## src/hw/rtl/assert_macros.svh

```systemverilog
// ----------------------------------------------------------------------------
// assert_macros.svh
// Concurrent assertion helpers shared by the RTL. Define ASSERT_OFF to drop
// every assertion from the build.
// ----------------------------------------------------------------------------
`ifndef ASSERT_MACROS_SVH
`define ASSERT_MACROS_SVH

`ifndef ASSERT_OFF

// prop must hold at every rising clock edge outside reset
`define LRMC_ASSERT(lbl, clk, rst_n, prop, msg) \
    lbl: assert property (@(posedge clk) disable iff (!(rst_n)) (prop)) else $error(msg);

// cond must never be true outside reset
`define LRMC_ASSERT_NEVER(lbl, clk, rst_n, cond, msg) \
    lbl: assert property (@(posedge clk) disable iff (!(rst_n)) !(cond)) else $error(msg);

`else

`define LRMC_ASSERT(lbl, clk, rst_n, prop, msg)
`define LRMC_ASSERT_NEVER(lbl, clk, rst_n, cond, msg)

`endif

`endif

```

## src/hw/rtl/lrmc_pkg.sv

```systemverilog
`timescale 1ns / 1ps
// ----------------------------------------------------------------------------
// lrmc_pkg
// Shared types and constants of the line/rectangle midpoint classifier.
// ----------------------------------------------------------------------------
package lrmc_pkg;

    localparam int COORD_BITS_DEF = 16;
    localparam int FRAC_BITS_DEF  = 16;
    localparam int MAX_STEPS_DEF  = 64;

    localparam int CFG_IDX_BITS = 3;

    typedef logic [3:0] t_code;

    localparam t_code CODE_NONE  = 4'd0;
    localparam t_code CODE_LEFT  = 4'd1;
    localparam t_code CODE_RIGHT = 4'd2;
    localparam t_code CODE_ABOVE = 4'd4;
    localparam t_code CODE_BELOW = 4'd8;

    typedef enum logic [1:0] {
        CLS_OUTSIDE = 2'd0,
        CLS_CROSS   = 2'd1,
        CLS_INSIDE  = 2'd2
    } t_line_class;

    typedef enum logic [CFG_IDX_BITS-1:0] {
        REG_RECT_LEFT   = 3'd0,
        REG_RECT_TOP    = 3'd1,
        REG_RECT_RIGHT  = 3'd2,
        REG_RECT_BOTTOM = 3'd3
    } t_cfg_reg;

    // per-stage control: beat present, decision taken, decided class
    typedef struct packed {
        logic        valid;
        logic        done;
        t_line_class cls;
    } t_ctl;

    // region codes of start, end and midpoint
    typedef struct packed {
        t_code cs;
        t_code ce;
        t_code cm;
    } t_codes;

endpackage

```

## src/hw/rtl/lrmc_region.sv

```systemverilog
`timescale 1ns / 1ps
// ----------------------------------------------------------------------------
// lrmc_region
// Region code of one fixed-point point against the clip rectangle.
// ----------------------------------------------------------------------------
module lrmc_region
    import lrmc_pkg::*;
#(
    parameter int COORD_BITS = COORD_BITS_DEF,
    parameter int FRAC_BITS  = FRAC_BITS_DEF
) (
    input  logic signed [COORD_BITS+FRAC_BITS-1:0] i_x,
    input  logic signed [COORD_BITS+FRAC_BITS-1:0] i_y,
    input  logic signed [COORD_BITS-1:0]           i_rect_left,
    input  logic signed [COORD_BITS-1:0]           i_rect_top,
    input  logic signed [COORD_BITS-1:0]           i_rect_right,
    input  logic signed [COORD_BITS-1:0]           i_rect_bottom,
    output t_code                                  o_code
);

    localparam int W = COORD_BITS + FRAC_BITS;

    logic signed [W-1:0] lim_l;
    logic signed [W-1:0] lim_t;
    logic signed [W-1:0] lim_r;
    logic signed [W-1:0] lim_b;

    // edges in pixels scaled up to the fixed-point grid
    assign lim_l = {i_rect_left,   {FRAC_BITS{1'b0}}};
    assign lim_t = {i_rect_top,    {FRAC_BITS{1'b0}}};
    assign lim_r = {i_rect_right,  {FRAC_BITS{1'b0}}};
    assign lim_b = {i_rect_bottom, {FRAC_BITS{1'b0}}};

    always_comb begin
        o_code = CODE_NONE;
        if (i_x < lim_l) begin
            o_code = CODE_LEFT;
        end else if (i_x > lim_r) begin
            o_code = CODE_RIGHT;
        end
        if (i_y < lim_t) begin
            o_code = o_code | CODE_ABOVE;
        end else if (i_y > lim_b) begin
            o_code = o_code | CODE_BELOW;
        end
    end

endmodule

```

## src/hw/rtl/lrmc_step.sv

```systemverilog
`timescale 1ns / 1ps
// ----------------------------------------------------------------------------
// lrmc_step
// One bisection step in two register stages: first the midpoint test and the
// start-side move, then the end side moves and the span test runs.
// ----------------------------------------------------------------------------
module lrmc_step
    import lrmc_pkg::*;
#(
    parameter int COORD_BITS = COORD_BITS_DEF,
    parameter int FRAC_BITS  = FRAC_BITS_DEF
) (
    input  logic                                   i_clk,
    input  logic                                   i_rst_n,
    input  logic                                   i_en,
    input  logic signed [COORD_BITS-1:0]           i_rect_left,
    input  logic signed [COORD_BITS-1:0]           i_rect_top,
    input  logic signed [COORD_BITS-1:0]           i_rect_right,
    input  logic signed [COORD_BITS-1:0]           i_rect_bottom,
    input  t_ctl                                   i_ctl,
    input  t_codes                                 i_codes,
    input  logic signed [COORD_BITS+FRAC_BITS-1:0] i_sx,
    input  logic signed [COORD_BITS+FRAC_BITS-1:0] i_sy,
    input  logic signed [COORD_BITS+FRAC_BITS-1:0] i_ex,
    input  logic signed [COORD_BITS+FRAC_BITS-1:0] i_ey,
    input  logic signed [COORD_BITS+FRAC_BITS-1:0] i_mx,
    input  logic signed [COORD_BITS+FRAC_BITS-1:0] i_my,
    output t_ctl                                   o_ctl,
    output t_codes                                 o_codes,
    output logic signed [COORD_BITS+FRAC_BITS-1:0] o_sx,
    output logic signed [COORD_BITS+FRAC_BITS-1:0] o_sy,
    output logic signed [COORD_BITS+FRAC_BITS-1:0] o_ex,
    output logic signed [COORD_BITS+FRAC_BITS-1:0] o_ey,
    output logic signed [COORD_BITS+FRAC_BITS-1:0] o_mx,
    output logic signed [COORD_BITS+FRAC_BITS-1:0] o_my
);

    localparam int W = COORD_BITS + FRAC_BITS;
    localparam logic signed [W:0] ONE_PX = (W+1)'(1) << FRAC_BITS;

    function automatic logic signed [W-1:0] half_floor(
        input logic signed [W-1:0] a,
        input logic signed [W-1:0] b
    );
        logic signed [W:0] s;
        s = {a[W-1], a} + {b[W-1], b};
        return W'(s >>> 1);
    endfunction

    // start-side half
    logic                a_active;
    logic                a_move;
    logic signed [W-1:0] a_mx;
    logic signed [W-1:0] a_my;
    t_code               a_cm;
    t_ctl                n_a_ctl;
    t_codes              n_a_codes;
    logic signed [W-1:0] n_a_sx;
    logic signed [W-1:0] n_a_sy;
    logic signed [W-1:0] n_a_mx;
    logic signed [W-1:0] n_a_my;

    t_ctl                r_a_ctl;
    t_codes              r_a_codes;
    logic signed [W-1:0] r_a_sx;
    logic signed [W-1:0] r_a_sy;
    logic signed [W-1:0] r_a_ex;
    logic signed [W-1:0] r_a_ey;
    logic signed [W-1:0] r_a_mx;
    logic signed [W-1:0] r_a_my;

    // end-side half
    logic                b_active;
    logic                b_move;
    logic signed [W-1:0] b_mx;
    logic signed [W-1:0] b_my;
    t_code               b_cm;
    logic signed [W:0]   b_dx;
    logic signed [W:0]   b_dy;
    logic                b_small;
    t_ctl                n_b_ctl;
    t_codes              n_b_codes;
    logic signed [W-1:0] n_b_ex;
    logic signed [W-1:0] n_b_ey;
    logic signed [W-1:0] n_b_mx;
    logic signed [W-1:0] n_b_my;

    t_ctl                r_b_ctl;
    t_codes              r_b_codes;
    logic signed [W-1:0] r_b_sx;
    logic signed [W-1:0] r_b_sy;
    logic signed [W-1:0] r_b_ex;
    logic signed [W-1:0] r_b_ey;
    logic signed [W-1:0] r_b_mx;
    logic signed [W-1:0] r_b_my;

    assign a_mx = half_floor(i_mx, i_ex);
    assign a_my = half_floor(i_my, i_ey);

    lrmc_region #(.COORD_BITS(COORD_BITS), .FRAC_BITS(FRAC_BITS)) u_reg_a (
        .i_x(a_mx), .i_y(a_my),
        .i_rect_left(i_rect_left), .i_rect_top(i_rect_top),
        .i_rect_right(i_rect_right), .i_rect_bottom(i_rect_bottom),
        .o_code(a_cm)
    );

    always_comb begin
        a_active  = i_ctl.valid && !i_ctl.done;
        a_move    = (i_codes.cm & i_codes.cs) != CODE_NONE;
        n_a_ctl   = i_ctl;
        n_a_codes = i_codes;
        n_a_sx    = i_sx;
        n_a_sy    = i_sy;
        n_a_mx    = i_mx;
        n_a_my    = i_my;
        if (a_active) begin
            if (i_codes.cm == CODE_NONE) begin
                n_a_ctl.done = 1'b1;
                n_a_ctl.cls  = CLS_CROSS;
            end else if (a_move) begin
                // midpoint becomes the start
                n_a_sx       = i_mx;
                n_a_sy       = i_my;
                n_a_codes.cs = i_codes.cm;
                n_a_mx       = a_mx;
                n_a_my       = a_my;
                n_a_codes.cm = a_cm;
            end
        end
    end

    always_ff @(posedge i_clk) begin
        if (!i_rst_n) begin
            r_a_ctl.valid <= 1'b0;
            r_a_ctl.done  <= 1'b0;
            r_a_ctl.cls   <= CLS_OUTSIDE;
        end else if (i_en) begin
            r_a_ctl <= n_a_ctl;
        end
    end

    always_ff @(posedge i_clk) begin
        if (i_en) begin
            r_a_codes <= n_a_codes;
            r_a_sx    <= n_a_sx;
            r_a_sy    <= n_a_sy;
            r_a_ex    <= i_ex;
            r_a_ey    <= i_ey;
            r_a_mx    <= n_a_mx;
            r_a_my    <= n_a_my;
        end
    end

    assign b_mx = half_floor(r_a_sx, r_a_mx);
    assign b_my = half_floor(r_a_sy, r_a_my);

    lrmc_region #(.COORD_BITS(COORD_BITS), .FRAC_BITS(FRAC_BITS)) u_reg_b (
        .i_x(b_mx), .i_y(b_my),
        .i_rect_left(i_rect_left), .i_rect_top(i_rect_top),
        .i_rect_right(i_rect_right), .i_rect_bottom(i_rect_bottom),
        .o_code(b_cm)
    );

    always_comb begin
        b_active  = r_a_ctl.valid && !r_a_ctl.done;
        b_move    = (r_a_codes.cm & r_a_codes.ce) != CODE_NONE;
        n_b_ctl   = r_a_ctl;
        n_b_codes = r_a_codes;
        n_b_ex    = r_a_ex;
        n_b_ey    = r_a_ey;
        n_b_mx    = r_a_mx;
        n_b_my    = r_a_my;
        if (b_active && b_move) begin
            // midpoint becomes the end
            n_b_ex       = r_a_mx;
            n_b_ey       = r_a_my;
            n_b_codes.ce = r_a_codes.cm;
            n_b_mx       = b_mx;
            n_b_my       = b_my;
            n_b_codes.cm = b_cm;
        end
        b_dx    = {r_a_sx[W-1], r_a_sx} - {n_b_ex[W-1], n_b_ex};
        b_dy    = {r_a_sy[W-1], r_a_sy} - {n_b_ey[W-1], n_b_ey};
        b_small = (b_dx < ONE_PX) && (b_dx > -ONE_PX)
               && (b_dy < ONE_PX) && (b_dy > -ONE_PX);
        if (b_active && b_small) begin
            // both spans under one pixel: outside
            n_b_ctl.done = 1'b1;
            n_b_ctl.cls  = CLS_OUTSIDE;
        end
    end

    always_ff @(posedge i_clk) begin
        if (!i_rst_n) begin
            r_b_ctl.valid <= 1'b0;
            r_b_ctl.done  <= 1'b0;
            r_b_ctl.cls   <= CLS_OUTSIDE;
        end else if (i_en) begin
            r_b_ctl <= n_b_ctl;
        end
    end

    always_ff @(posedge i_clk) begin
        if (i_en) begin
            r_b_codes <= n_b_codes;
            r_b_sx    <= r_a_sx;
            r_b_sy    <= r_a_sy;
            r_b_ex    <= n_b_ex;
            r_b_ey    <= n_b_ey;
            r_b_mx    <= n_b_mx;
            r_b_my    <= n_b_my;
        end
    end

    assign o_ctl   = r_b_ctl;
    assign o_codes = r_b_codes;
    assign o_sx    = r_b_sx;
    assign o_sy    = r_b_sy;
    assign o_ex    = r_b_ex;
    assign o_ey    = r_b_ey;
    assign o_mx    = r_b_mx;
    assign o_my    = r_b_my;

endmodule

```

## config.mk

```make
export PLATFORM = sky130hd
export DESIGN_NAME = lrmc_step
export DESIGN_NICKNAME = d
export VERILOG_FILES = /design/src/hw/rtl/assert_macros.svh /design/src/hw/rtl/lrmc_pkg.sv /design/src/hw/rtl/lrmc_region.sv /design/src/hw/rtl/lrmc_step.sv
export SDC_FILE = /design/constraint.sdc
export NUM_CORES = 1
export LEC_CHECK = 0
export BUFFER_PORTS_ARGS = -buffer_cell sky130_fd_sc_hd__buf_2
export CAP_MARGIN = 20
export CORE_MARGIN = 10
export CORE_UTILIZATION = 45
export CTS_BUF_LIST = sky130_fd_sc_hd__clkbuf_8
export DETAILED_ROUTE_END_ITERATION = 10
export GPL_ROUTABILITY_DRIVEN = 0
export GPL_TIMING_DRIVEN = 0
export PLACE_DENSITY = 0.66
export SYNTH_ARGS = -nofsm -noshare
export SYNTH_HDL_FRONTEND = slang
export SYNTH_SLANG_ARGS = --single-unit
```

## constraint.sdc

```tcl
create_clock -name i_clk -period 10.15 [get_ports i_clk]
set_input_delay 2.03 -clock i_clk [delete_from_list [all_inputs] [get_ports i_clk]]
set_output_delay 2.03 -clock i_clk [all_outputs]
set_load 0.01 [all_outputs]
```

==> run metrics <==
clock latency at the later pin of the worst-skew pair 0.70 ns; Tightest Pin Transition 1.24 ns; io pins 483; Synth Flop Type edfxtp_1; Die Y 273 um; synth-to-layout area growth 17.9%; Power, Total 0.00594 W; final wirelength 102 mm; r2r startpoint r_a_sy[0]; min-delay worst type reg -> reg; routed vias 24.9k; # rows 92; Clock Path Buffers 3; fin. max-slew vios 0; vias in the first global route 23.6k; Worst-path clk slew 0.07 ns; CTS H-tree lvls 3; kind of critical path in -> reg; Seq cells post-synth 416; CP Data Required Time 10.52 ns; commonest non-fill, non-tap cell in the layout nand2_1; Max VDD drop 0.000101 V; final net count 4,068; antenna violations before repair 11; most frequent cells in the layout 531 x nand2_1, 483 x buf_2, 408 x edfxtp_1, 310 x ha_1, 220 x inv_1; fin crit period 8.73 ns; First-pass DRT Iterations 5; leakage 15.4 nW; drt via density 5.68; Initial Util 45.5%; Worst Hold Depth 0; R2R setup slack 2.05 ns; Synth Cell Area 28,700 sq um; Die Wd 273 um; RSZ-0062 raised after global routing false; total grt overflow 0; Syn Nets 3,503; initial drt markers 2,348; skew final 0.0481 ns; CP Max Fanout 4; Hold Path End o_codes[10]; first-pass GRT wire length 149 mm; die area 74,300 sq um; final hold violation count 0; hold slack 0.417 ns; DR WL/cell 23.3 um; P per Cell Area 176 nW/um^2; Post-CTS Setup Bufs 0; dpl hpwl 82.1 mm; Post-CTS Resized 0; endpoints failing setup 0; period utilisation layout 86.0%; syn avg cell area 9.86 sq um; CP arrival 9.10 ns; FMAX 0.115 GHz; Syn. warnings 0; pre-CTS setup slack 0.933 ns; clock tree root buffer cell clkbuf_8; drt drc 0; dpl cells 4,246; Port-buffer cells 482; cell count after synthesis 2,912; CORE AREA 63,100 sq um; post-synth cell types 74; CTS tree built; post-cts hold buffer count 0; Hold Startpoint n_b_codes[10]; Reg2Reg Capture Point o_codes[3]; kind of start point of the critical path primary input; Final WS setup 1.42 ns; Seq/Total Area, Yosys 43.2%; total global-route track usage 26.5%; Critical Path Sink Type flip-flop; Post-synth EDFFs 408; post-synthesis async set-or-reset flop share 0%; post-route ant nets 0; relative slew slack 17.6%; Finished Layout Cells 4,381; Max Cap Viol 0; R2R depth 25; setup TNS 0 ns; Num CTS Buffers 74; status finished, final reports clean; CTS Sinks 416; largest net degree at the start of global routing 129; share of layout cells above drive strength 1 18.2%
[worst max-delay path, stage by stage]
cell and delay, ns:
buf_2 0.15, nand2_1 0.08, fa_1 0.40, nor2b_1 0.11
o21ai_0 0.11, a21oi_1 0.22, o21ai_0 0.13, a21o_1 0.22
a21oi_1 0.27, o21bai_1 0.17, and2_1 0.27, o311ai_0 0.68
nand4_1 0.33, a31o_2 0.31, nand3_1 0.10, nand2_1 0.12
ha_1 0.37, nand4_1 0.17, nor3_1 0.51, nand4_1 0.16
nor3_1 0.31, and3_1 0.21, nand4_1 0.09, or4_1 0.46
nor3_1 0.80, o41ai_1 0.30
[cell usage after synthesis, types with 19 or more instances]
master / count / area share [%]
nand2_1: 531 / 6.9
edfxtp_1: 408 / 43
ha_1: 310 / 14
inv_1: 197 / 2.6
a21oi_1: 170 / 3.0
o21ai_0: 163 / 2.8
a21o_1: 109 / 2.8
nor2_1: 100 / 1.3
xnor2_1: 87 / 2.7
mux2i_1: 65 / 2.3
clkbuf_1: 58 / 0.76
xor2_1: 56 / 1.7
nand4_1: 50 / 1.1
nand3_1: 47 / 0.82
nor3_1: 45 / 0.78
nor2b_1: 43 / 0.94
o21a_1: 42 / 1.1
nand2b_1: 38 / 0.83
o21bai_1: 28 / 0.73
mux2_2: 25 / 0.98
and3_1: 24 / 0.52
a31oi_1: 22 / 0.48
o211ai_1: 19 / 0.50
[state kept, by name, summed over array words and instances, names as in the netlist]
name	cells
n_b_codes	4
o_codes	12
r_a_ey	32
o_sx	32
o_my	32
o_ctl	4
o_ex	32
r_a_ex	32
n_b_ctl	1
o_sy	32
r_a_my	32
o_mx	32
r_a_codes	8
r_a_sx	32
r_a_ctl	3
o_ey	32
r_a_sy	32
r_a_mx	32
[power breakdown]
group | internal [W] | leakage [nW] | switching (W)
Combinational | 0.000829 | 10.5 | 0.00129
Clock | 0.000874 | 0.850 | 0.000760
Sequential | 0.00209 | 4.06 | 0.000100
[per-layer routing]
layer	part of all wire [%]	global-route usage, %
met1	45	36.7
met3	7.8	4.91
met5	0.055	0
met2	45	41.7
met4	2.5	7.91
[worst max-delay path by stage]
stage / start / endpoint / slack [ns] / cells past startpoint
6_report: i_mx[0] / r_a_codes[1] / 1.42 / 26
5_1_grt: i_mx[0] / r_a_codes[1] / 1.22 / 26
4_1_cts: i_mx[0] / r_a_codes[1] / 1.67 / 26
3_5_place_dp: i_mx[0] / r_a_codes[1] / 0.93 / 26
3_3_place_gp: i_en / r_a_ctl[2] / -0.82 / 3
2_1_floorplan: i_ex[1] / r_a_codes[1] / 3.73 / 25
[through the flow]
stage                     util [%]  cell area, sq um
after floorplan                  -             28700
after global placement        51.0             32200
after detailed placement      51.3             32300
after CTS                     53.6             33800
after global routing          53.6             33800
final                         53.6             33800
[final cells by class]
class	count	area, sq um
Fill cell	5787	29200
Multi-Input combinational cell	2231	15300
Sequential cell	416	12400
Timing Repair Buffer	489	2570
Tap cell	846	1060
Clock buffer	74	1020
Inverter	198	743
Clock inverter	56	473
Buffer	67	253
Antenna cell	4	10.0
[kinds of logic after synthesis]
group | synth area share [%]
DFF | 43.2
AOI/OAI and AO/OA | 16.3
and+or+nand+nor | 15.5
adders and majority gates | 13.9
muxes | 3.25
buffers and inverters | 3.47
xor gates and xnor gates | 4.36
Note: power is estimated with default switching activity, not from simulation.
