<file path="config.mk">
export PLATFORM = sky130hd
export DESIGN_NAME = lrmc_entry
export DESIGN_NICKNAME = d
export VERILOG_FILES = /design/src/hw/rtl/assert_macros.svh /design/src/hw/rtl/lrmc_pkg.sv /design/src/hw/rtl/lrmc_region.sv /design/src/hw/rtl/lrmc_entry.sv
export SDC_FILE = /design/constraint.sdc
export NUM_CORES = 1
export LEC_CHECK = 0
export BUFFER_PORTS_ARGS = -buffer_cell sky130_fd_sc_hd__buf_2
export CORE_ASPECT_RATIO = 1.1
export CORE_MARGIN = 5
export CORE_UTILIZATION = 30
export CTS_CLUSTER_DIAMETER = 120
export CTS_CLUSTER_SIZE = 25
export DETAILED_ROUTE_END_ITERATION = 7
export PLACE_DENSITY_LB_ADDON = 0.15
export SLEW_MARGIN = 10
export SYNTH_ARGS = -nofsm -noshare
export SYNTH_HDL_FRONTEND = slang
export SYNTH_HIERARCHICAL = 1
export SYNTH_SLANG_ARGS = --single-unit
export TNS_END_PERCENT = 50
</file>
<file path="constraint.sdc">
create_clock -name i_clk -period 8 [get_ports i_clk]
set_clock_uncertainty 0.2 [all_clocks]
set_input_delay 2 -clock i_clk [delete_from_list [all_inputs] [get_ports i_clk]]
set_output_delay 2 -clock i_clk [all_outputs]
set_load 0.05 [all_outputs]
</file>
<file path="src/hw/rtl/assert_macros.svh">
// ----------------------------------------------------------------------------
// assert_macros.svh
// Concurrent assertion helpers shared by the RTL. Define ASSERT_OFF to drop
// every assertion from the build.
// ----------------------------------------------------------------------------
`ifndef ASSERT_MACROS_SVH
`define ASSERT_MACROS_SVH

`ifndef ASSERT_OFF

// prop must hold at every rising clock edge outside reset
`define LRMC_ASSERT(lbl, clk, rst_n, prop, msg) \
    lbl: assert property (@(posedge clk) disable iff (!(rst_n)) (prop)) else $error(msg);

// cond must never be true outside reset
`define LRMC_ASSERT_NEVER(lbl, clk, rst_n, cond, msg) \
    lbl: assert property (@(posedge clk) disable iff (!(rst_n)) !(cond)) else $error(msg);

`else

`define LRMC_ASSERT(lbl, clk, rst_n, prop, msg)
`define LRMC_ASSERT_NEVER(lbl, clk, rst_n, cond, msg)

`endif

`endif

</file>
<file path="src/hw/rtl/lrmc_pkg.sv">
`timescale 1ns / 1ps
// ----------------------------------------------------------------------------
// lrmc_pkg
// Shared types and constants of the line/rectangle midpoint classifier.
// ----------------------------------------------------------------------------
package lrmc_pkg;

    localparam int COORD_BITS_DEF = 16;
    localparam int FRAC_BITS_DEF  = 16;
    localparam int MAX_STEPS_DEF  = 64;

    localparam int CFG_IDX_BITS = 3;

    typedef logic [3:0] t_code;

    localparam t_code CODE_NONE  = 4'd0;
    localparam t_code CODE_LEFT  = 4'd1;
    localparam t_code CODE_RIGHT = 4'd2;
    localparam t_code CODE_ABOVE = 4'd4;
    localparam t_code CODE_BELOW = 4'd8;

    typedef enum logic [1:0] {
        CLS_OUTSIDE = 2'd0,
        CLS_CROSS   = 2'd1,
        CLS_INSIDE  = 2'd2
    } t_line_class;

    typedef enum logic [CFG_IDX_BITS-1:0] {
        REG_RECT_LEFT   = 3'd0,
        REG_RECT_TOP    = 3'd1,
        REG_RECT_RIGHT  = 3'd2,
        REG_RECT_BOTTOM = 3'd3
    } t_cfg_reg;

    // per-stage control: beat present, decision taken, decided class
    typedef struct packed {
        logic        valid;
        logic        done;
        t_line_class cls;
    } t_ctl;

    // region codes of start, end and midpoint
    typedef struct packed {
        t_code cs;
        t_code ce;
        t_code cm;
    } t_codes;

endpackage

</file>
<file path="src/hw/rtl/lrmc_region.sv">
`timescale 1ns / 1ps
// ----------------------------------------------------------------------------
// lrmc_region
// Region code of one fixed-point point against the clip rectangle.
// ----------------------------------------------------------------------------
module lrmc_region
    import lrmc_pkg::*;
#(
    parameter int COORD_BITS = COORD_BITS_DEF,
    parameter int FRAC_BITS  = FRAC_BITS_DEF
) (
    input  logic signed [COORD_BITS+FRAC_BITS-1:0] i_x,
    input  logic signed [COORD_BITS+FRAC_BITS-1:0] i_y,
    input  logic signed [COORD_BITS-1:0]           i_rect_left,
    input  logic signed [COORD_BITS-1:0]           i_rect_top,
    input  logic signed [COORD_BITS-1:0]           i_rect_right,
    input  logic signed [COORD_BITS-1:0]           i_rect_bottom,
    output t_code                                  o_code
);

    localparam int W = COORD_BITS + FRAC_BITS;

    logic signed [W-1:0] lim_l;
    logic signed [W-1:0] lim_t;
    logic signed [W-1:0] lim_r;
    logic signed [W-1:0] lim_b;

    // edges in pixels scaled up to the fixed-point grid
    assign lim_l = {i_rect_left,   {FRAC_BITS{1'b0}}};
    assign lim_t = {i_rect_top,    {FRAC_BITS{1'b0}}};
    assign lim_r = {i_rect_right,  {FRAC_BITS{1'b0}}};
    assign lim_b = {i_rect_bottom, {FRAC_BITS{1'b0}}};

    always_comb begin
        o_code = CODE_NONE;
        if (i_x < lim_l) begin
            o_code = CODE_LEFT;
        end else if (i_x > lim_r) begin
            o_code = CODE_RIGHT;
        end
        if (i_y < lim_t) begin
            o_code = o_code | CODE_ABOVE;
        end else if (i_y > lim_b) begin
            o_code = o_code | CODE_BELOW;
        end
    end

endmodule

</file>
<file path="src/hw/rtl/lrmc_entry.sv">
`timescale 1ns / 1ps
// ----------------------------------------------------------------------------
// lrmc_entry
// Two front stages: end codes and first midpoint, then the trivial
// accept/reject decision and the first midpoint code.
// ----------------------------------------------------------------------------
module lrmc_entry
    import lrmc_pkg::*;
#(
    parameter int COORD_BITS = COORD_BITS_DEF,
    parameter int FRAC_BITS  = FRAC_BITS_DEF
) (
    input  logic                                   i_clk,
    input  logic                                   i_rst_n,
    input  logic                                   i_en,
    input  logic                                   i_valid,
    input  logic signed [COORD_BITS-1:0]           i_start_x,
    input  logic signed [COORD_BITS-1:0]           i_start_y,
    input  logic signed [COORD_BITS-1:0]           i_end_x,
    input  logic signed [COORD_BITS-1:0]           i_end_y,
    input  logic signed [COORD_BITS-1:0]           i_rect_left,
    input  logic signed [COORD_BITS-1:0]           i_rect_top,
    input  logic signed [COORD_BITS-1:0]           i_rect_right,
    input  logic signed [COORD_BITS-1:0]           i_rect_bottom,
    output t_ctl                                   o_ctl,
    output t_codes                                 o_codes,
    output logic signed [COORD_BITS+FRAC_BITS-1:0] o_sx,
    output logic signed [COORD_BITS+FRAC_BITS-1:0] o_sy,
    output logic signed [COORD_BITS+FRAC_BITS-1:0] o_ex,
    output logic signed [COORD_BITS+FRAC_BITS-1:0] o_ey,
    output logic signed [COORD_BITS+FRAC_BITS-1:0] o_mx,
    output logic signed [COORD_BITS+FRAC_BITS-1:0] o_my
);

    localparam int W = COORD_BITS + FRAC_BITS;

    function automatic logic signed [W-1:0] half_floor(
        input logic signed [W-1:0] a,
        input logic signed [W-1:0] b
    );
        logic signed [W:0] s;
        s = {a[W-1], a} + {b[W-1], b};
        return W'(s >>> 1);
    endfunction

    logic signed [W-1:0] sx;
    logic signed [W-1:0] sy;
    logic signed [W-1:0] ex;
    logic signed [W-1:0] ey;
    t_code               cs;
    t_code               ce;
    t_code               cm;

    logic                r1_valid;
    logic signed [W-1:0] r1_sx;
    logic signed [W-1:0] r1_sy;
    logic signed [W-1:0] r1_ex;
    logic signed [W-1:0] r1_ey;
    logic signed [W-1:0] r1_mx;
    logic signed [W-1:0] r1_my;
    t_code               r1_cs;
    t_code               r1_ce;

    t_ctl                n_ctl;
    t_ctl                r_ctl;
    t_codes              r_codes;
    logic signed [W-1:0] r_sx;
    logic signed [W-1:0] r_sy;
    logic signed [W-1:0] r_ex;
    logic signed [W-1:0] r_ey;
    logic signed [W-1:0] r_mx;
    logic signed [W-1:0] r_my;

    assign sx = {i_start_x, {FRAC_BITS{1'b0}}};
    assign sy = {i_start_y, {FRAC_BITS{1'b0}}};
    assign ex = {i_end_x,   {FRAC_BITS{1'b0}}};
    assign ey = {i_end_y,   {FRAC_BITS{1'b0}}};

    lrmc_region #(.COORD_BITS(COORD_BITS), .FRAC_BITS(FRAC_BITS)) u_reg_s (
        .i_x(sx), .i_y(sy),
        .i_rect_left(i_rect_left), .i_rect_top(i_rect_top),
        .i_rect_right(i_rect_right), .i_rect_bottom(i_rect_bottom),
        .o_code(cs)
    );

    lrmc_region #(.COORD_BITS(COORD_BITS), .FRAC_BITS(FRAC_BITS)) u_reg_e (
        .i_x(ex), .i_y(ey),
        .i_rect_left(i_rect_left), .i_rect_top(i_rect_top),
        .i_rect_right(i_rect_right), .i_rect_bottom(i_rect_bottom),
        .o_code(ce)
    );

    lrmc_region #(.COORD_BITS(COORD_BITS), .FRAC_BITS(FRAC_BITS)) u_reg_m (
        .i_x(r1_mx), .i_y(r1_my),
        .i_rect_left(i_rect_left), .i_rect_top(i_rect_top),
        .i_rect_right(i_rect_right), .i_rect_bottom(i_rect_bottom),
        .o_code(cm)
    );

    // stage 1
    always_ff @(posedge i_clk) begin
        if (!i_rst_n) begin
            r1_valid <= 1'b0;
        end else if (i_en) begin
            r1_valid <= i_valid;
        end
    end

    always_ff @(posedge i_clk) begin
        if (i_en) begin
            r1_sx <= sx;
            r1_sy <= sy;
            r1_ex <= ex;
            r1_ey <= ey;
            r1_mx <= half_floor(sx, ex);
            r1_my <= half_floor(sy, ey);
            r1_cs <= cs;
            r1_ce <= ce;
        end
    end

    // stage 2: trivial cases
    always_comb begin
        n_ctl.valid = r1_valid;
        n_ctl.done  = 1'b1;
        n_ctl.cls   = CLS_OUTSIDE;
        if (r1_cs == CODE_NONE && r1_ce == CODE_NONE) begin
            n_ctl.cls = CLS_INSIDE;
        end else if (r1_cs == CODE_NONE || r1_ce == CODE_NONE) begin
            n_ctl.cls = CLS_CROSS;
        end else if ((r1_cs & r1_ce) == CODE_NONE) begin
            // no shared side: bisect
            n_ctl.done = 1'b0;
        end
    end

    always_ff @(posedge i_clk) begin
        if (!i_rst_n) begin
            r_ctl.valid <= 1'b0;
            r_ctl.done  <= 1'b0;
            r_ctl.cls   <= CLS_OUTSIDE;
        end else if (i_en) begin
            r_ctl <= n_ctl;
        end
    end

    always_ff @(posedge i_clk) begin
        if (i_en) begin
            r_codes.cs <= r1_cs;
            r_codes.ce <= r1_ce;
            r_codes.cm <= cm;
            r_sx       <= r1_sx;
            r_sy       <= r1_sy;
            r_ex       <= r1_ex;
            r_ey       <= r1_ey;
            r_mx       <= r1_mx;
            r_my       <= r1_my;
        end
    end

    assign o_ctl   = r_ctl;
    assign o_codes = r_codes;
    assign o_sx    = r_sx;
    assign o_sy    = r_sy;
    assign o_ex    = r_ex;
    assign o_ey    = r_ey;
    assign o_mx    = r_mx;
    assign o_my    = r_my;

endmodule

</file>
==> out/results.ini, run 1 <==
[power_and_ir_drop]
combPwrFrac_pct=28.5
sequentialPowerShare_pct=48.1
peakVddDrop_mv=0.133
powerDensity_nw_per_um2=187
intPower_mw=1.98
p_clk_share_pct=23.3
switching_share_pct=35.7
leakage_nw=7.89
finalPower_mw=3.07
p_sw_mw=1.10

[placement]
gp_congestion=0.847
dp_hpwl_um=33400
place_ws_ps=3090
port_buffers=245

[timing]
worst_pin_slew_ps=831
period_minus_slack_ps=4370
rsz0062_at_grt=false
worst_slack_ps=3630
tns_ps=0
hold_ws_ps=223
hold_viol_final=0
relSlewSlack_pct=44.6
period_share_pct=54.7
fmax_mhz=229
setup_viol=0
slew_violations=0

[global_routing]
grt_use_total_pct=15.2
grt_max_degree=107
grt_overflow_total=0
antenna_found_initial=2
grt_pass1_wl_um=59800
grt_pass1_vias=9800

[die]
ios=340
die_w_um=216
row_count=83
die_y_um=237
core-area_um2=46500
die_area_um2=51300
initial_core_util_pct=30.2

[min_path]
min_path_cells=0
holdCritPathClass=flip-flop to flip-flop

[route]
via_count=9925
drtPass1Iterations=7
wl_per_cell_um=18.7
drtIter0Drc=613
ant_nets=0
route.detailed.drc=0
vias_per_cell=4.54
drt-total-wl_um=40900

[synthesis]
async_flop_share_pct=0
synth_most_common_cell=ha_1
postSynthCellCount=1238
synth_ff_type=edfxtp_1
seq_area_frac_synth_pct=46.8
netlist_area_um2=14100
synth_top_cell_area_share_pct=46.1
synth-seq-cells=221
yosys-top-cells-count=220 x ha_1, 216 x edfxtp_1, 200 x inv_1
avgSynthCellArea_um2=11.4
synth_edf_count=216
synth_largest_area_cell=edfxtp_1
ys_top_cells_by_area=edfxtp_1 46%, ha_1 20%, inv_1 5.3%, buf_4 5.0%, a21oi_1 2.6%
yosysWarnings=6
ys_types=62

[worst_setup_path]
slowest_stage=a2111oi_0
worstSetupEndpointType=flip-flop
critical_path.cell_chain=buf_2 > ha_1 > and4_1 > nand4_1 > a211oi_1 > nor3_1 > mux2i_1 > a2111oi_0
r2r_cells=7
cp_data_required_time_ps=8020
crit_type=input pin to flip-flop
cp-start-kind=input pin
cpPeakStageDelay_ps=640
path_max_fanout=4
cp.arrival_ps=4390

[layout]
final_nets=1943
nFillCells=4759
areaGrowthSynthToFinish_pct=16.7
drive_above_1_share_pct=17.6

[clock_tree]
cts.repair.resized=0
numCtsBuffers=13
cts_root_buf=clkbuf_16
cts_sinks=221
cts_max_level=1
postCtsSetupRepairBufs=0
hold_buffers=0
clk_latency_ps=510
clock_path_buffers=3
cts_tree=built
clk_pin_slew_worst_paths_ps=100

[status]
status=completed

[flow_run]
drv_cap=0

## final cells by class
| type | instances | area [µm²] | share of cell area, % |
|---|---|---|---|
| Antenna cell | 1 | 2.50 | 0.0153 |
| Tap cell | 595 | 744 | 4.54 |
| Inverter | 200 | 751 | 4.58 |
| Timing Repair Buffer | 248 | 1260 | 7.66 |
| Sequential cell | 221 | 6590 | 40.1 |
| Multi-Input combinational cell | 905 | 6700 | 40.8 |
| Clock buffer | 15 | 333 | 2.03 |
| Clock inverter | 3 | 32.5 | 0.198 |
## state kept, by name, indices dropped and copies added, names as in the netlist, 17 cells and up
register  count
r1_mx        17
r1_my        17
o_my         17
o_mx         17
## kinds of logic after synthesis
family	count (synthesis)	synth area share, %
AND/OR/NAND/NOR	239	9.94
XOR/XNOR	22	1.37
other	1	0.0267
AO/OA/AOI/OAI	221	10.5
flip-flops	221	46.8
buffers and inverters	299	10.5
multiplexers	13	0.926
adder cells (fa/ha/maj)	222	19.9
## routing by layer
layer	track usage [%]	wire, µm	up-vias
met5	0	13	-
met4	3.33	692	2
met3	2.92	2280	34
met2	26.4	19800	283
met1	19.7	18100	4642
li1	-	-	4964
## critical path, delay by kind of cell
family / cells / cell delay [ps]
adders and majority gates: 1 / 360
AOI/OAI and AO/OA: 2 / 1030
buffers and inverters: 1 / 150
muxes: 1 / 210
and+or+nand+nor: 3 / 630
## power by group through the flow
stage | clock [mW] | combinational (mW) | sequential [mW]
floorplan | 0 | 0.476 | 1.65
global placement | 0 | 0.868 | 1.51
detailed placement | 0 | 0.874 | 1.51
CTS | 0.762 | 0.878 | 1.48
global route | 0.798 | 0.959 | 1.49
finish | 0.718 | 0.877 | 1.48
## placed cells by master (no fill, tap or decap), types with 14 or more instances in the layout
| cell type | count |
|---|---|
| nor4_1 | 21 |
| a211oi_1 | 20 |
| buf_2 | 244 |
| nor2_1 | 22 |
| nand3_1 | 29 |
| a21o_1 | 40 |
| nor2b_1 | 14 |
| nand4_1 | 26 |
| nand2_1 | 38 |
| conb_1 | 188 |
| a21oi_1 | 72 |
| nor3_1 | 22 |
| inv_1 | 200 |
| o21ai_0 | 25 |
| edfxtp_1 | 216 |
| ha_1 | 220 |
## path summary, 6_finish.rpt
kind | from | to | slack (ps)
max | i_end_x[15] | r1_ce[1]$_DFFE_PP_ | 3630
min | r1_sy[28]$_DFFE_PP_ | o_sy[28]$_DFFE_PP_ | 220
max reg2reg | r1_mx[18]$_DFFE_PP_ | o_codes[1]$_DFFE_PP_ | 5360
min reg2reg | r1_sy[28]$_DFFE_PP_ | o_sy[28]$_DFFE_PP_ | 220
## stage by stage
stage	instance area [µm²]	util (%)	cells
after floorplan	14800	-	1425
after global placement	16000	34.5	2168
after detailed placement	16000	34.5	2168
after CTS	16400	35.2	2186
after global routing	16400	35.3	2188
final	16400	35.3	2188
No activity file was read; power rests on OpenSTA's default activity.
==> run 2: changes to the inputs <==
clock period = 4.21 ns   (was 8 ns; I/O delays follow)
==> run 2 against run 1 <==
  * Count of clock-buffer cells in the layout up 1
  * Via count up 0.23%
  * Cell area up 0.98%
  * Sequential cell count unchanged
  * Non-clock buffer count up 5
  * Critical path type unchanged
  * Die area unchanged
  * Global-route usage down 0.052 points
  * Critical path depth up 1
==> out/results.ini, run 2 (synthesis gave the netlist of run 1 again) <==
[power_and_ir_drop]
combPwrFrac_pct=27.6  ; -0.9 points
sequentialPowerShare_pct=46.4  ; -1.7 points
switching_share_pct=35.2  ; -0.57 points
peakVddDrop_mv=0.304  ; +130%
intPower_mw=3.92  ; +98%
p_sw_mw=2.12  ; +93%
p_clk_share_pct=26.0  ; +2.7 points
powerDensity_nw_per_um2=364  ; +95%
leakage_nw=7.97  ; +1.1%

[die]
die_w_um=216  ; unchanged
die_y_um=237  ; unchanged
core-area_um2=46500  ; unchanged
die_area_um2=51300  ; unchanged
initial_core_util_pct=30.2  ; unchanged
ios=340  ; unchanged
row_count=83  ; unchanged

[status]
status=completed

[global_routing]
grt_pass1_vias=9976  ; +1.8%
grt_pass1_wl_um=59700  ; about the same
grt_overflow_total=0  ; unchanged
grt_max_degree=75  ; -30%
grt_use_total_pct=15.1  ; -0.052 points
antenna_found_initial=2  ; unchanged

[layout]
areaGrowthSynthToFinish_pct=17.8
drive_above_1_share_pct=18.1  ; +0.47 points
stdcell_area_um2=16600  ; +0.98%
final_nets=1949  ; +0.31%
final_common_cell=buf_2
diodes=0  ; -1
mostFrequentLayoutCells=244 x buf_2, 220 x ha_1, 216 x edfxtp_1, 200 x inv_1, 188 x conb_1

[placement]
place_area_um2=16100  ; +0.44%
gp_congestion=0.838  ; -1.0%
port_buffers=245  ; unchanged
dp_hpwl_um=33500  ; +0.43%

[route]
drtIter0Drc=501  ; -18%
drtPass1Iterations=5  ; -2
vias_per_cell=4.53  ; about the same
drt-total-wl_um=40500  ; -0.92%
wl_per_cell_um=18.4  ; -1.2%
route.detailed.drc=0  ; unchanged
ant_nets=0  ; unchanged
via_count=9948  ; +0.23%

[clock_tree]
cts_root_buf=clkbuf_16
postCtsSetupRepairBufs=0  ; unchanged
cts_tree=built
clk_pin_slew_worst_paths_ps=110  ; about the same
clock_path_buffers=3  ; unchanged
clk_latency_ps=520  ; about the same
cts_sinks=221  ; unchanged
hold_buffers=0  ; unchanged
cts.repair.resized=0  ; unchanged
numCtsBuffers=14  ; +1
cts_max_level=1  ; unchanged

[timing]
tns_ps=0  ; unchanged
hold_viol_final=0  ; unchanged
rsz0062_at_grt=false
worst_pin_slew_ps=1310  ; +476 ps
slew_violations=0  ; unchanged
fmax_mhz=271
period_minus_slack_ps=3690
relSlewSlack_pct=10.6  ; -34 points
setup_viol=0  ; unchanged
period_share_pct=87.6

[worst_setup_path]
cpPeakStageDelay_ps=1090  ; +450 ps
critical_path.cell_chain=buf_2 > inv_1 > ha_1 > a2111oi_0 > nor3_1 > buf_4 > nor4_1 > mux2i_1 > nor3_2
crit_type=input pin to flip-flop
cp.arrival_ps=3750  ; -640 ps
path_max_fanout=3  ; -1
cp_data_required_time_ps=4280  ; -3740 ps
worstSetupEndpointType=flip-flop
slowest_stage=a2111oi_0
cp-start-kind=input pin

[min_path]
holdCritPathClass=flip-flop to flip-flop

[flow_run]
drv_cap=0  ; unchanged

==> run 2: final timing paths <==
kind         cells after the start           startpoint  slack, ps                    to
max                              9        i_rect_top[1]        520  o_codes[3]$_DFFE_PP_
min                              0  r1_sy[28]$_DFFE_PP_        200    o_sy[28]$_DFFE_PP_
max reg2reg                      7  r1_my[17]$_DFFE_PP_        780  o_codes[3]$_DFFE_PP_
min reg2reg                      0  r1_sy[28]$_DFFE_PP_        200    o_sy[28]$_DFFE_PP_
==> run 2: critical path, delay by kind of cell <==
family / cells / cell delay (ps)
compound gates: 1 / 1090
fa+ha+maj: 1 / 270
buf+inv: 3 / 360
mux: 1 / 360
simple gates: 3 / 610
==> run 2: power by group through the flow <==
| stage | registers (mW) | logic, mW | clock network (mW) |
|---|---|---|---|
| 3_5_place_dp | 2.86 | 1.67 | 0 |
| 2_1_floorplan | 3.13 | 0.905 | 0 |
| 6_report | 2.80 | 1.67 | 1.57 |
| 3_3_place_gp | 2.86 | 1.65 | 0 |
| 5_1_grt | 2.83 | 1.83 | 1.72 |
| 4_1_cts | 2.81 | 1.67 | 1.65 |
==> run 2: layout make-up <==
cell class	count	area, µm²
fill	4734	30000
multi-input combinational	905	6700
sequential	221	6590
timing repair buffer	253	1320
inverter	200	751
tap	595	744
clock buffer	16	379
clock inverter	5	86.3
==> run 2: per-stage QoR <==
step                power, mW  setup slack (ps)  hold WS [ps]  cells  util (%)
floorplan                4.04              1050           200   1425         -
global placement         4.51              60.3           200   2174      34.6
detailed placement       4.53               128           205   2174      34.6
CTS                      6.14               684           201   2195      35.6
global route             6.38               539           197   2195      35.6
finish                   6.04               524           200   2195      35.6
==> run 2: per-layer routing <==
layer,up-vias,track usage (%),wire (µm)
li1,4981,-,-
met1,4647,18.9,17300
met2,277,27.0,20000
met3,41,3.20,2550
met4,2,3.10,692
met5,-,0,13
