### src/hw/rtl/assert_macros.svh
// ----------------------------------------------------------------------------
// assert_macros.svh
// Concurrent assertion helpers shared by the RTL. Define ASSERT_OFF to drop
// every assertion from the build.
// ----------------------------------------------------------------------------
`ifndef ASSERT_MACROS_SVH
`define ASSERT_MACROS_SVH

`ifndef ASSERT_OFF

// prop must hold at every rising clock edge outside reset
`define LRMC_ASSERT(lbl, clk, rst_n, prop, msg) \
    lbl: assert property (@(posedge clk) disable iff (!(rst_n)) (prop)) else $error(msg);

// cond must never be true outside reset
`define LRMC_ASSERT_NEVER(lbl, clk, rst_n, cond, msg) \
    lbl: assert property (@(posedge clk) disable iff (!(rst_n)) !(cond)) else $error(msg);

`else

`define LRMC_ASSERT(lbl, clk, rst_n, prop, msg)
`define LRMC_ASSERT_NEVER(lbl, clk, rst_n, cond, msg)

`endif

`endif

### src/hw/rtl/lrmc_pkg.sv
`timescale 1ns / 1ps
// ----------------------------------------------------------------------------
// lrmc_pkg
// Shared types and constants of the line/rectangle midpoint classifier.
// ----------------------------------------------------------------------------
package lrmc_pkg;

    localparam int COORD_BITS_DEF = 16;
    localparam int FRAC_BITS_DEF  = 16;
    localparam int MAX_STEPS_DEF  = 64;

    localparam int CFG_IDX_BITS = 3;

    typedef logic [3:0] t_code;

    localparam t_code CODE_NONE  = 4'd0;
    localparam t_code CODE_LEFT  = 4'd1;
    localparam t_code CODE_RIGHT = 4'd2;
    localparam t_code CODE_ABOVE = 4'd4;
    localparam t_code CODE_BELOW = 4'd8;

    typedef enum logic [1:0] {
        CLS_OUTSIDE = 2'd0,
        CLS_CROSS   = 2'd1,
        CLS_INSIDE  = 2'd2
    } t_line_class;

    typedef enum logic [CFG_IDX_BITS-1:0] {
        REG_RECT_LEFT   = 3'd0,
        REG_RECT_TOP    = 3'd1,
        REG_RECT_RIGHT  = 3'd2,
        REG_RECT_BOTTOM = 3'd3
    } t_cfg_reg;

    // per-stage control: beat present, decision taken, decided class
    typedef struct packed {
        logic        valid;
        logic        done;
        t_line_class cls;
    } t_ctl;

    // region codes of start, end and midpoint
    typedef struct packed {
        t_code cs;
        t_code ce;
        t_code cm;
    } t_codes;

endpackage

### src/hw/rtl/lrmc_outbuf.sv
`timescale 1ns / 1ps
// ----------------------------------------------------------------------------
// lrmc_outbuf
// Output register plus one skid entry. The pipeline advances while the
// skid entry is free.
// ----------------------------------------------------------------------------
`include "assert_macros.svh"

module lrmc_outbuf
    import lrmc_pkg::*;
(
    input  logic        i_clk,
    input  logic        i_rst_n,
    input  t_ctl        i_ctl,
    output logic        o_en,
    output logic        o_out_valid,
    input  logic        i_out_ready,
    output logic [1:0]  o_line_class
);

    logic        r_out_valid;
    t_line_class r_out_cls;
    logic        r_skid_valid;
    t_line_class r_skid_cls;
    logic        pop;
    logic        push;

    assign o_en = !r_skid_valid;
    assign pop  = r_out_valid && i_out_ready;
    assign push = o_en && i_ctl.valid;

    always_ff @(posedge i_clk) begin
        if (!i_rst_n) begin
            r_out_valid  <= 1'b0;
            r_skid_valid <= 1'b0;
        end else if (r_skid_valid) begin
            // drain the skid entry into the output register
            if (pop) begin
                r_skid_valid <= 1'b0;
            end
        end else if (push) begin
            if (r_out_valid && !pop) begin
                r_skid_valid <= 1'b1;
            end
            r_out_valid <= 1'b1;
        end else if (pop) begin
            r_out_valid <= 1'b0;
        end
    end

    always_ff @(posedge i_clk) begin
        if (r_skid_valid) begin
            if (pop) begin
                r_out_cls <= r_skid_cls;
            end
        end else if (push) begin
            if (r_out_valid && !pop) begin
                r_skid_cls <= i_ctl.cls;
            end else begin
                r_out_cls <= i_ctl.cls;
            end
        end
    end

    assign o_out_valid  = r_out_valid;
    assign o_line_class = r_out_cls;

    `LRMC_ASSERT_NEVER(a_skid_needs_out, i_clk, i_rst_n, r_skid_valid && !r_out_valid, "skid beat without output beat")
    `LRMC_ASSERT(a_skid_drains, i_clk, i_rst_n, r_skid_valid && i_out_ready |=> !r_skid_valid && r_out_valid, "skid beat did not drain")
    `LRMC_ASSERT(a_out_holds, i_clk, i_rst_n, r_out_valid && !i_out_ready |=> r_out_valid && $stable(r_out_cls), "stalled result lost")

endmodule
### config.mk
export PLATFORM = sky130hd
export DESIGN_NAME = lrmc_outbuf
export DESIGN_NICKNAME = d
export VERILOG_FILES = /design/src/hw/rtl/lrmc_pkg.sv /design/src/hw/rtl/lrmc_outbuf.sv
export VERILOG_INCLUDE_DIRS = /design/src /design/src/hw/rtl
export SDC_FILE = /design/constraint.sdc
export NUM_CORES = 1
export LEC_CHECK = 0
export BUFFER_PORTS_ARGS = -buffer_cell sky130_fd_sc_hd__buf_2
export CORE_AREA = 2 2 39 41
export CTS_CLUSTER_DIAMETER = 100
export DETAILED_ROUTE_END_ITERATION = 10
export DIE_AREA = 0 0 41 43
export MAX_ROUTING_LAYER = met4
export SETUP_SLACK_MARGIN = 0.1
export SLEW_MARGIN = 40
export SYNTH_ARGS = -nofsm -noshare
export SYNTH_HDL_FRONTEND = slang
export SYNTH_SLANG_ARGS = --single-unit
### constraint.sdc
create_clock -name i_clk -period 1.25 [get_ports i_clk]
set_input_delay 0.125 -clock i_clk [delete_from_list [all_inputs] [get_ports i_clk]]
set_output_delay 0.125 -clock i_clk [all_outputs]
set_load 0.01 [all_outputs]
==> results.sh, run 1 <==
export IMPL_synth_distinct_cells=13
export IMPL_status="finished clean"
export IMPL_path_max_fanout=7
export IMPL_cts_resized=0
export IMPL_worstPathRequired_ns=1.18
export IMPL_critPathLaunchType="flop"
export IMPL_relSlewSlack_pct=84.3
export IMPL_p_int_mw=0.377
export IMPL_boundaryPins=11
export IMPL_grt_antenna_before_repair=0
export IMPL_avgSynthCellArea_sq_um=12.9
export IMPL_p_per_area_mw_per_mm2=1370
export IMPL_track_usage_pct=7.26
export IMPL_cp_arrival_ns=0.98
export IMPL_r2r_setup_slack_ns=0.20
export IMPL_fin_crit_sh_pct=83.7
export IMPL_multi_input_area_sq_um=88.8
export IMPL_syn_area_sq_um=272
export IMPL_yosys_top_cells_area="edfxtp_1 (44%), dfxtp_1 (15%), mux2_4 (11%)"
export IMPL_drv_slew=0
export IMPL_cts_sinks=6
export IMPL_critical_path_cell_chain="mux2i_1, a21oi_1"
export IMPL_fin_crit_ns=1.05
export IMPL_ctsHoldBuffers=0
export IMPL_grt_pass1_vias=177
export IMPL_drive_above_1_share_pct=45.5
export IMPL_power_leakage_nw=0.147
export IMPL_clk_path_buf_depth=2
export IMPL_cts_root_buf="clkbuf_4"
export IMPL_diodes=0
export IMPL_wl_um=450
export IMPL_ys_ff_latch=6
export IMPL_dp_hpwl_um=328
export IMPL_clk_pin_slew_ns=0.05
export IMPL_seqPwrFrac_pct=49.6
export IMPL_die_h_um=43
export IMPL_detail_route_first_pass_iterations=3
export IMPL_min_path_type="input pin to flop"
export IMPL_cts_htree_levels=1
export IMPL_top_layer_used="met3"
export IMPL_worstSkewPairLatency_ns=0.24
export IMPL_power_share_combinational_pct=11.1
export IMPL_globalplace_congestion=0.691
export IMPL_wl_per_cell_um=9.18
export IMPL_max_stage_delay_ns=0.42
export IMPL_wl_met1_um=232
export IMPL_crit_buf_inv=0
export IMPL_numPortBuffers=9
export IMPL_rows=14
export IMPL_start_util_pct=19.6
export IMPL_grt_max_degree=8
export IMPL_ant_nets=0
export IMPL_yosysTopAreaCell="edfxtp_1"
export IMPL_rsz0062_at_grt="no"
export IMPL_cts_buffers=3
export IMPL_grt_ovfl_total=0
export IMPL_crit_family="flip-flops"
export IMPL_end_kind="flop"
export IMPL_tightest_slew_ns=0.235
export IMPL_cp_num_cells=2
export IMPL_max_cap_violations=0
export IMPL_path_class="flop to flop"
export IMPL_synth_warnings=0
export IMPL_yosysTopAreaCellShare_pct=44.2
export IMPL_core_sq_mm=0.00138
export IMPL_seq_area_sq_um=161
export IMPL_p_clk_share_pct=39.3
export IMPL_pre_cts_slack_ns=0.104
export IMPL_setup_ws_ns=0.203
export IMPL_utilization_pct=25.5
export IMPL_syn_nets=28
export IMPL_peakVddDrop_v=0.000493
export IMPL_syn_inst=21
export IMPL_setup_tns_final_ns=0
export IMPL_whs_path_depth=1
export IMPL_final_hold_violation_count=0
export IMPL_vias_per_cell=3.90
export IMPL_drtIter0Drc=4
export IMPL_die_w_um=41
export IMPL_drc=0
export IMPL_finClkSkew_ns=0.00564
export IMPL_setup_viol=0
export IMPL_cts_tree="yes"
export IMPL_switching_share_pct=21.6
export IMPL_p_sw_mw=0.104
export IMPL_dieArea_sq_mm=0.00176
export IMPL_vias=191
export IMPL_wl_met3_um=44
export IMPL_yosysSeqAreaShare_pct=59.0
export IMPL_fin_nets=41
export IMPL_reg2reg_depth=2
export IMPL_max_freq_mhz=956
export IMPL_area_growth_pct=30.0
export IMPL_met2_length_um=173
export IMPL_postCtsSetupBuffers=0
export IMPL_grt_first_pass_wirelength_um=731
export IMPL_nFillCells=149
export IMPL_critical_path_slowest_cell="dfxtp_1"
==> sequential cells by signal, summed over array words and instances, names as in the netlist <==
register      cells
r_skid_cls        2
o_line_class      2
r_skid_valid      1
o_out_valid       1
==> path summary, 6_finish.rpt <==
kind,from,endpoint
hold reg to reg,o_out_valid,o_out_valid
hold / removal,i_ctl[0],r_skid_cls[0]
setup reg to reg,o_out_valid,o_line_class[0]
setup / recovery,o_out_valid,o_line_class[0]
==> metal layers <==
layer  vias to the layer above  GRT usage, %
li1                         99             -
met4                         0          6.00
met2                        10          7.50
met1                        82          8.25
met3                         0          6.28
met5                         -             -
==> cell families after synthesis <==
kind of cell    after synthesis  synth area share [%]
flops                         6                  59.0
buf+inv                       4                  8.29
compound gates                4                  8.29
simple gates                  4                  9.68
mux                           3                  14.7
==> cell usage in the layout, fill, tap and decap left out <==
cell / instances
inv_1: 3
and4_1: 1
dfxtp_2: 1
nor2b_1: 1
mux2i_1: 1
nand2_1: 1
clkbuf_1: 1
o21ai_0: 1
buf_2: 9
mux2_4: 2
clkbuf_4: 3
a21oi_1: 2
a211oi_1: 1
edfxtp_1: 4
nand3b_1: 1
dfxtp_1: 1
==> per-stage QoR <==
| step | instances | cell area (sq um) | hold slack, ns | power, mW |
|---|---|---|---|---|
| 2_1_floorplan | 21 | 272 | 0.222 | 0.275 |
| 3_3_place_gp | 45 | 325 | 0.330 | 0.295 |
| 3_5_place_dp | 45 | 325 | 0.325 | 0.296 |
| 4_1_cts | 49 | 352 | 0.0731 | 0.492 |
| 5_1_grt | 49 | 353 | 0.0718 | 0.511 |
| 6_report | 49 | 353 | 0.0823 | 0.482 |
==> cells in the mapped netlist (all sizes together) <==
cell and n:
a211oi 1, a21oi 2, and4 1, buf 1, dfxtp 2, edfxtp 4
inv 3, mux2 2, mux2i 1, nand2 1, nand3b 1, nor2b 1
o21ai 1
==> power groups by stage <==
stage	clock (mW)	sequential, mW	combinational (mW)
after floorplan	0	0.242	0.0331
after global placement	0	0.241	0.0533
after detailed placement	0	0.242	0.0537
after CTS	0.199	0.239	0.0542
after global routing	0.211	0.241	0.0594
final	0.189	0.239	0.0534
==> cell type report <==
type | instances | area share (%)
Inverter | 3 | 3.19
Multi-Input combinational cell | 11 | 25.2
Tap cell | 16 | 5.67
Sequential cell | 6 | 45.7
Timing Repair Buffer | 9 | 12.8
Clock buffer | 4 | 7.45
Note: power is estimated with default switching activity, not from simulation.
==> run 2: changes to the inputs <==
==> constraint.sdc (replaced) <==
create_clock -name i_clk -period 0.9 [get_ports i_clk]
set_input_delay 0.09 -clock i_clk [delete_from_list [all_inputs] [get_ports i_clk]]
set_output_delay 0.09 -clock i_clk [all_outputs]
set_load 0.01 [all_outputs]
==> results.sh, run 2 (synthesis results as in run 1) <==
export IMPL_drv_slew=0
export IMPL_clk_path_buf_depth=2
export IMPL_vias=209
export IMPL_final_area_sq_um=405
export IMPL_globalplace_congestion=0.728
export IMPL_peakVddDrop_v=0.000790
export IMPL_wl_um=506
export IMPL_p_total_mw=0.678
export IMPL_rows=14
export IMPL_fin_crit_sh_pct=105
export IMPL_max_stage_delay_ns=0.36
export IMPL_setup_tns_final_ns=-0.189
export IMPL_postCtsSetupBuffers=0
export IMPL_grt_antenna_before_repair=0
export IMPL_final_cells=51
export IMPL_path_class="flop to flop"
export IMPL_drtIter0Drc=0
export IMPL_die_w_um=41
export IMPL_nFillCells=152
export IMPL_crit_buf_inv=0
export IMPL_tightest_slew_ns=0.174
export IMPL_vias_per_cell=4.10
export IMPL_ant_nets=0
export IMPL_grt_ovfl_total=0
export IMPL_clk_pin_slew_ns=0.04
export IMPL_start_util_pct=19.6
export IMPL_cts_htree_levels=1
export IMPL_layout_common_cells="buf_2 (7), edfxtp_1 (4), clkbuf_4 (3), buf_4 (3)"
export IMPL_worstPathRequired_ns=0.84
export IMPL_cts_buffers=3
export IMPL_fin_nets=44
export IMPL_dp_hpwl_um=369
export IMPL_drive_above_1_share_pct=68.6
export IMPL_cts_tree="yes"
export IMPL_power_leakage_nw=0.170
export IMPL_wl_per_cell_um=9.92
export IMPL_final_hold_violation_count=0
export IMPL_utilization_pct=29.3
export IMPL_setup_ws_ns=-0.0430
export IMPL_max_freq_mhz=1060
export IMPL_whs_ns=0.0496
export IMPL_finClkSkew_ns=0.000608
export IMPL_critical_path_cell_chain="mux2i_1, a21oi_2"
export IMPL_placedCellCount=48
export IMPL_violations="setup timing"
export IMPL_fin_crit_ns=0.943
export IMPL_cts_sinks=6
export IMPL_diodes=0
export IMPL_setup_viol=7
export IMPL_cts_root_buf="clkbuf_4"
export IMPL_crit_family="flip-flops"
export IMPL_critPathLaunchType="flop"
export IMPL_cp_arrival_ns=0.88
export IMPL_status="finished, violations left"
export IMPL_worstSkewPairLatency_ns=0.23
export IMPL_min_path_type="input pin to flop"
export IMPL_die_h_um=43
export IMPL_track_usage_pct=8.50
export IMPL_detail_route_first_pass_iterations=1
export IMPL_area_growth_pct=49.3
export IMPL_numPortBuffers=9
export IMPL_dieArea_sq_mm=0.00176
export IMPL_p_per_area_mw_per_mm2=1670
export IMPL_pre_cts_slack_ns=-0.196
export IMPL_max_cap_violations=0
export IMPL_grt_pass1_vias=241
export IMPL_rsz0062_at_grt="yes"
export IMPL_critical_path_slowest_cell="dfxtp_4"
export IMPL_path_max_fanout=5
export IMPL_boundaryPins=11
export IMPL_grt_max_degree=6
export IMPL_grt_first_pass_wirelength_um=938
export IMPL_mostFrequentLayoutCell="buf_2"
export IMPL_relSlewSlack_pct=88.0
export IMPL_drc=0
export IMPL_end_kind="flop"
export IMPL_core_sq_mm=0.00138
export IMPL_placed_cell_area_sq_um=349
==> run 2: cell types whose count changed in the layout (fill, tap and decap cells not counted), sizes merged <==
cell and delta:
buf +3, clkbuf -1
==> run 2: power breakdown <==
part,total (mW),switching (mW),internal [mW]
logic,0.114,0.0485,0.0656
registers,0.329,0.0136,0.315
clock network,0.235,0.0849,0.150
total,0.678,0.147,0.531
==> run 2: metal layers <==
metal,vias to the layer above,global-route usage (%),wire [um]
li1,105,-,-
met4,0,2.00,0
met2,10,12.2,238
met1,94,8.55,214
met3,0,7.33,53
met5,-,-,0
==> run 2: what timing repair did <==
action / in CTS / in global routing
pin swaps: 1 / 0
setup endpoints to repair: 12 / 12
gates resized for setup: 7 / 3
hold buffers: 0 / 0
==> run 2: cell type report <==
cell class | instances | area, sq um | share of cell area (%)
Inverter | 3 | 11.3 | 2.78
Timing Repair Buffer | 12 | 80.1 | 19.8
Sequential cell | 6 | 168 | 41.4
Multi-Input combinational cell | 11 | 104 | 25.6
Clock buffer | 3 | 22.5 | 5.56
Tap cell | 16 | 20.0 | 4.94
==> run 2: worst register-to-register path: stages (launching register included) <==
cell	delay (ns)
dfxtp_4	0.36
mux2i_1	0.13
a21oi_2	0.15
==> run 2: path summary, 6_finish.rpt <==
kind | start | to | slack, ns | depth (start not counted)
worst max register to register | r_skid_valid | o_line_class[1] | -0.04 | 2
worst min-delay path | i_ctl[1] | r_skid_cls[1] | 0.05 | 1
worst min register to register | r_skid_cls[1] | o_line_class[1] | 0.54 | 1
worst max-delay path | r_skid_valid | o_line_class[1] | -0.04 | 2
==> run 3: changes to the inputs <==
--- a/config.mk
+++ b/config.mk
@@ -7,11 +7,14 @@
 export NUM_CORES = 1
 export LEC_CHECK = 0
 export BUFFER_PORTS_ARGS = -buffer_cell sky130_fd_sc_hd__buf_2
+export CELL_PAD_IN_SITES_DETAIL_PLACEMENT = 0
+export CELL_PAD_IN_SITES_GLOBAL_PLACEMENT = 1
 export CORE_AREA = 2 2 39 41
 export CTS_CLUSTER_DIAMETER = 100
 export DETAILED_ROUTE_END_ITERATION = 10
 export DIE_AREA = 0 0 41 43
 export MAX_ROUTING_LAYER = met4
+export PLACE_DENSITY_LB_ADDON = 0.1
 export SETUP_SLACK_MARGIN = 0.1
 export SLEW_MARGIN = 40
 export SYNTH_ARGS = -nofsm -noshare
==> results.sh, run 3 (synthesis results as in run 1) <==
export IMPL_clk_path_buf_depth=2
export IMPL_cts_htree_levels=1
export IMPL_grt_first_pass_wirelength_um=862
export IMPL_finClkSkew_ns=0.00359
export IMPL_cts_root_buf="clkbuf_4"
export IMPL_path_class="flop to primary output"
export IMPL_critical_path_cell_chain="inv_2, buf_6, buf_6"
export IMPL_max_cap_violations=0
export IMPL_max_freq_mhz=1030
export IMPL_grtUsageMet2_pct=10.3
export IMPL_rows=14
export IMPL_worstSkewPairLatency_ns=0.24
export IMPL_power_leakage_nw=0.183
export IMPL_crit_family="flip-flops"
export IMPL_globalRouteMet1Util_pct=8.09
export IMPL_drc=0
export IMPL_setup_viol=7
export IMPL_nFillCells=159
export IMPL_placed_cell_area_sq_um=349
export IMPL_holdPathEnd="r_skid_cls[1]"
export IMPL_mostFrequentLayoutCell="buf_2"
export IMPL_clk_pin_slew_ns=0.05
export IMPL_setup_ws_ns=-0.0699
export IMPL_layout_common_cells="buf_2 (7), buf_6 (5), edfxtp_1 (4)"
export IMPL_ant_nets=0
export IMPL_crit_buf_inv=3
export IMPL_cts_sinks=6
export IMPL_worstPathRequired_ns=0.81
export IMPL_critical_path_slowest_cell="dfxtp_4"
export IMPL_max_stage_delay_ns=0.38
export IMPL_r2r_start="r_skid_valid"
export IMPL_min_path_type="input pin to flop"
export IMPL_grt_max_degree=6
export IMPL_core_sq_mm=0.00138
export IMPL_rsz0062_at_grt="yes"
export IMPL_top_usage_layer="met2"
export IMPL_final_area_sq_um=434
export IMPL_tightest_slew_ns=0.163
export IMPL_cts_buffers=3
export IMPL_pre_cts_slack_ns=-0.199
export IMPL_detail_route_first_pass_iterations=2
export IMPL_grt_ovfl_total=0
export IMPL_drv_slew=0
export IMPL_setup_tns_final_ns=-0.299
export IMPL_drive_above_1_share_pct=67.6
export IMPL_p_total_mw=0.715
export IMPL_grt_pass1_vias=226
export IMPL_reg2reg_to="r_skid_cls[0]"
export IMPL_end_kind="primary output"
export IMPL_globalplace_congestion=0.619
export IMPL_area_growth_pct=59.9
export IMPL_ctsHoldBuffers=0
export IMPL_fin_crit_sh_pct=108
export IMPL_vias=219
export IMPL_diodes=0
export IMPL_dieArea_sq_mm=0.00176
export IMPL_worstHoldStart="i_ctl[1]"
export IMPL_track_usage_pct=8.14
export IMPL_r2r_setup_slack_ns=-0.05
export IMPL_peakVddDrop_v=0.000475
export IMPL_drtIter0Drc=1
export IMPL_violations="setup timing"
export IMPL_grt_antenna_before_repair=0
export IMPL_multi_input_area_sq_um=109
export IMPL_fin_crit_ns=0.970
export IMPL_whs_path_depth=1
export IMPL_start_util_pct=19.6
export IMPL_cts_tree="yes"
export IMPL_reg2reg_depth=2
export IMPL_boundaryPins=11
export IMPL_status="finished, violations left"
export IMPL_path_max_fanout=5
export IMPL_final_hold_violation_count=0
export IMPL_relSlewSlack_pct=88.8
export IMPL_vias_per_cell=4.13
export IMPL_fin_nets=46
export IMPL_die_h_um=43
export IMPL_whs_ns=0.0373
export IMPL_critPathLaunchType="flop"
export IMPL_numPortBuffers=9
export IMPL_seq_area_sq_um=165
export IMPL_crit_top_cell="buf_6"
export IMPL_met3_usage_pct=3.14
export IMPL_cp_arrival_ns=0.88
export IMPL_p_per_area_mw_per_mm2=1650
export IMPL_wl_per_cell_um=9.43
export IMPL_wl_um=500
export IMPL_die_w_um=41
[run 3: layer usage]
layer | routed length [um] | vias to the layer above
met2 | 245 | 9
met1 | 197 | 97
li1 | - | 109
met3 | 36 | 4
met5 | 0 | -
met4 | 20 | 0
[run 3: cell type report]
| class | instances | share of cell area [%] |
|---|---|---|
| inverter | 3 | 2.59 |
| sequential | 6 | 38.0 |
| multi-input combinational | 11 | 25.1 |
| timing repair buffer | 14 | 24.5 |
| clock buffer | 3 | 5.19 |
| tap | 16 | 4.61 |
[run 3: timing repair]
item | CTS | global route
resized for setup | 9 | 3
buffers inserted | 2 | 0
endpoints found under the setup margin | 12 | 12
hold endpoints to repair | 0 | 0
pin swaps | 0 | 1
[run 3: worst register-to-register path: cells and delay by family (launching register included)]
| family | cells | cell delay (ns) |
|---|---|---|
| buffers and inverters | 1 | 0.06 |
| AND/OR/NAND/NOR | 1 | 0.23 |
| flip-flops | 1 | 0.36 |
[run 3: worst max path at each step]
stage	slack, ns	from	cells past startpoint	endpoint
after global routing	-0.10	r_skid_valid	3	o_en
after global placement	-0.15	r_skid_valid	2	o_line_class[0]
after floorplan	-0.1	r_skid_valid	3	o_line_class[0]
final	-0.07	r_skid_valid	3	o_en
after CTS	-0.09	r_skid_valid	3	o_en
after detailed placement	-0.20	r_skid_valid	2	o_line_class[0]
[run 3: metrics by stage]
step                instances  utilization, %
finish                     53            31.4
global route               53            31.4
CTS                        53            30.2
detailed placement         48            25.2
global placement           48            25.2
floorplan                  21               -
[run 3: power by group]
part	total [mW]	leakage [nW]	switching [mW]	internal, mW
sequential	0.328	0.0550	0.0127	0.316
clock	0.249	0.0138	0.0983	0.151
combinational	0.137	0.114	0.0550	0.0823
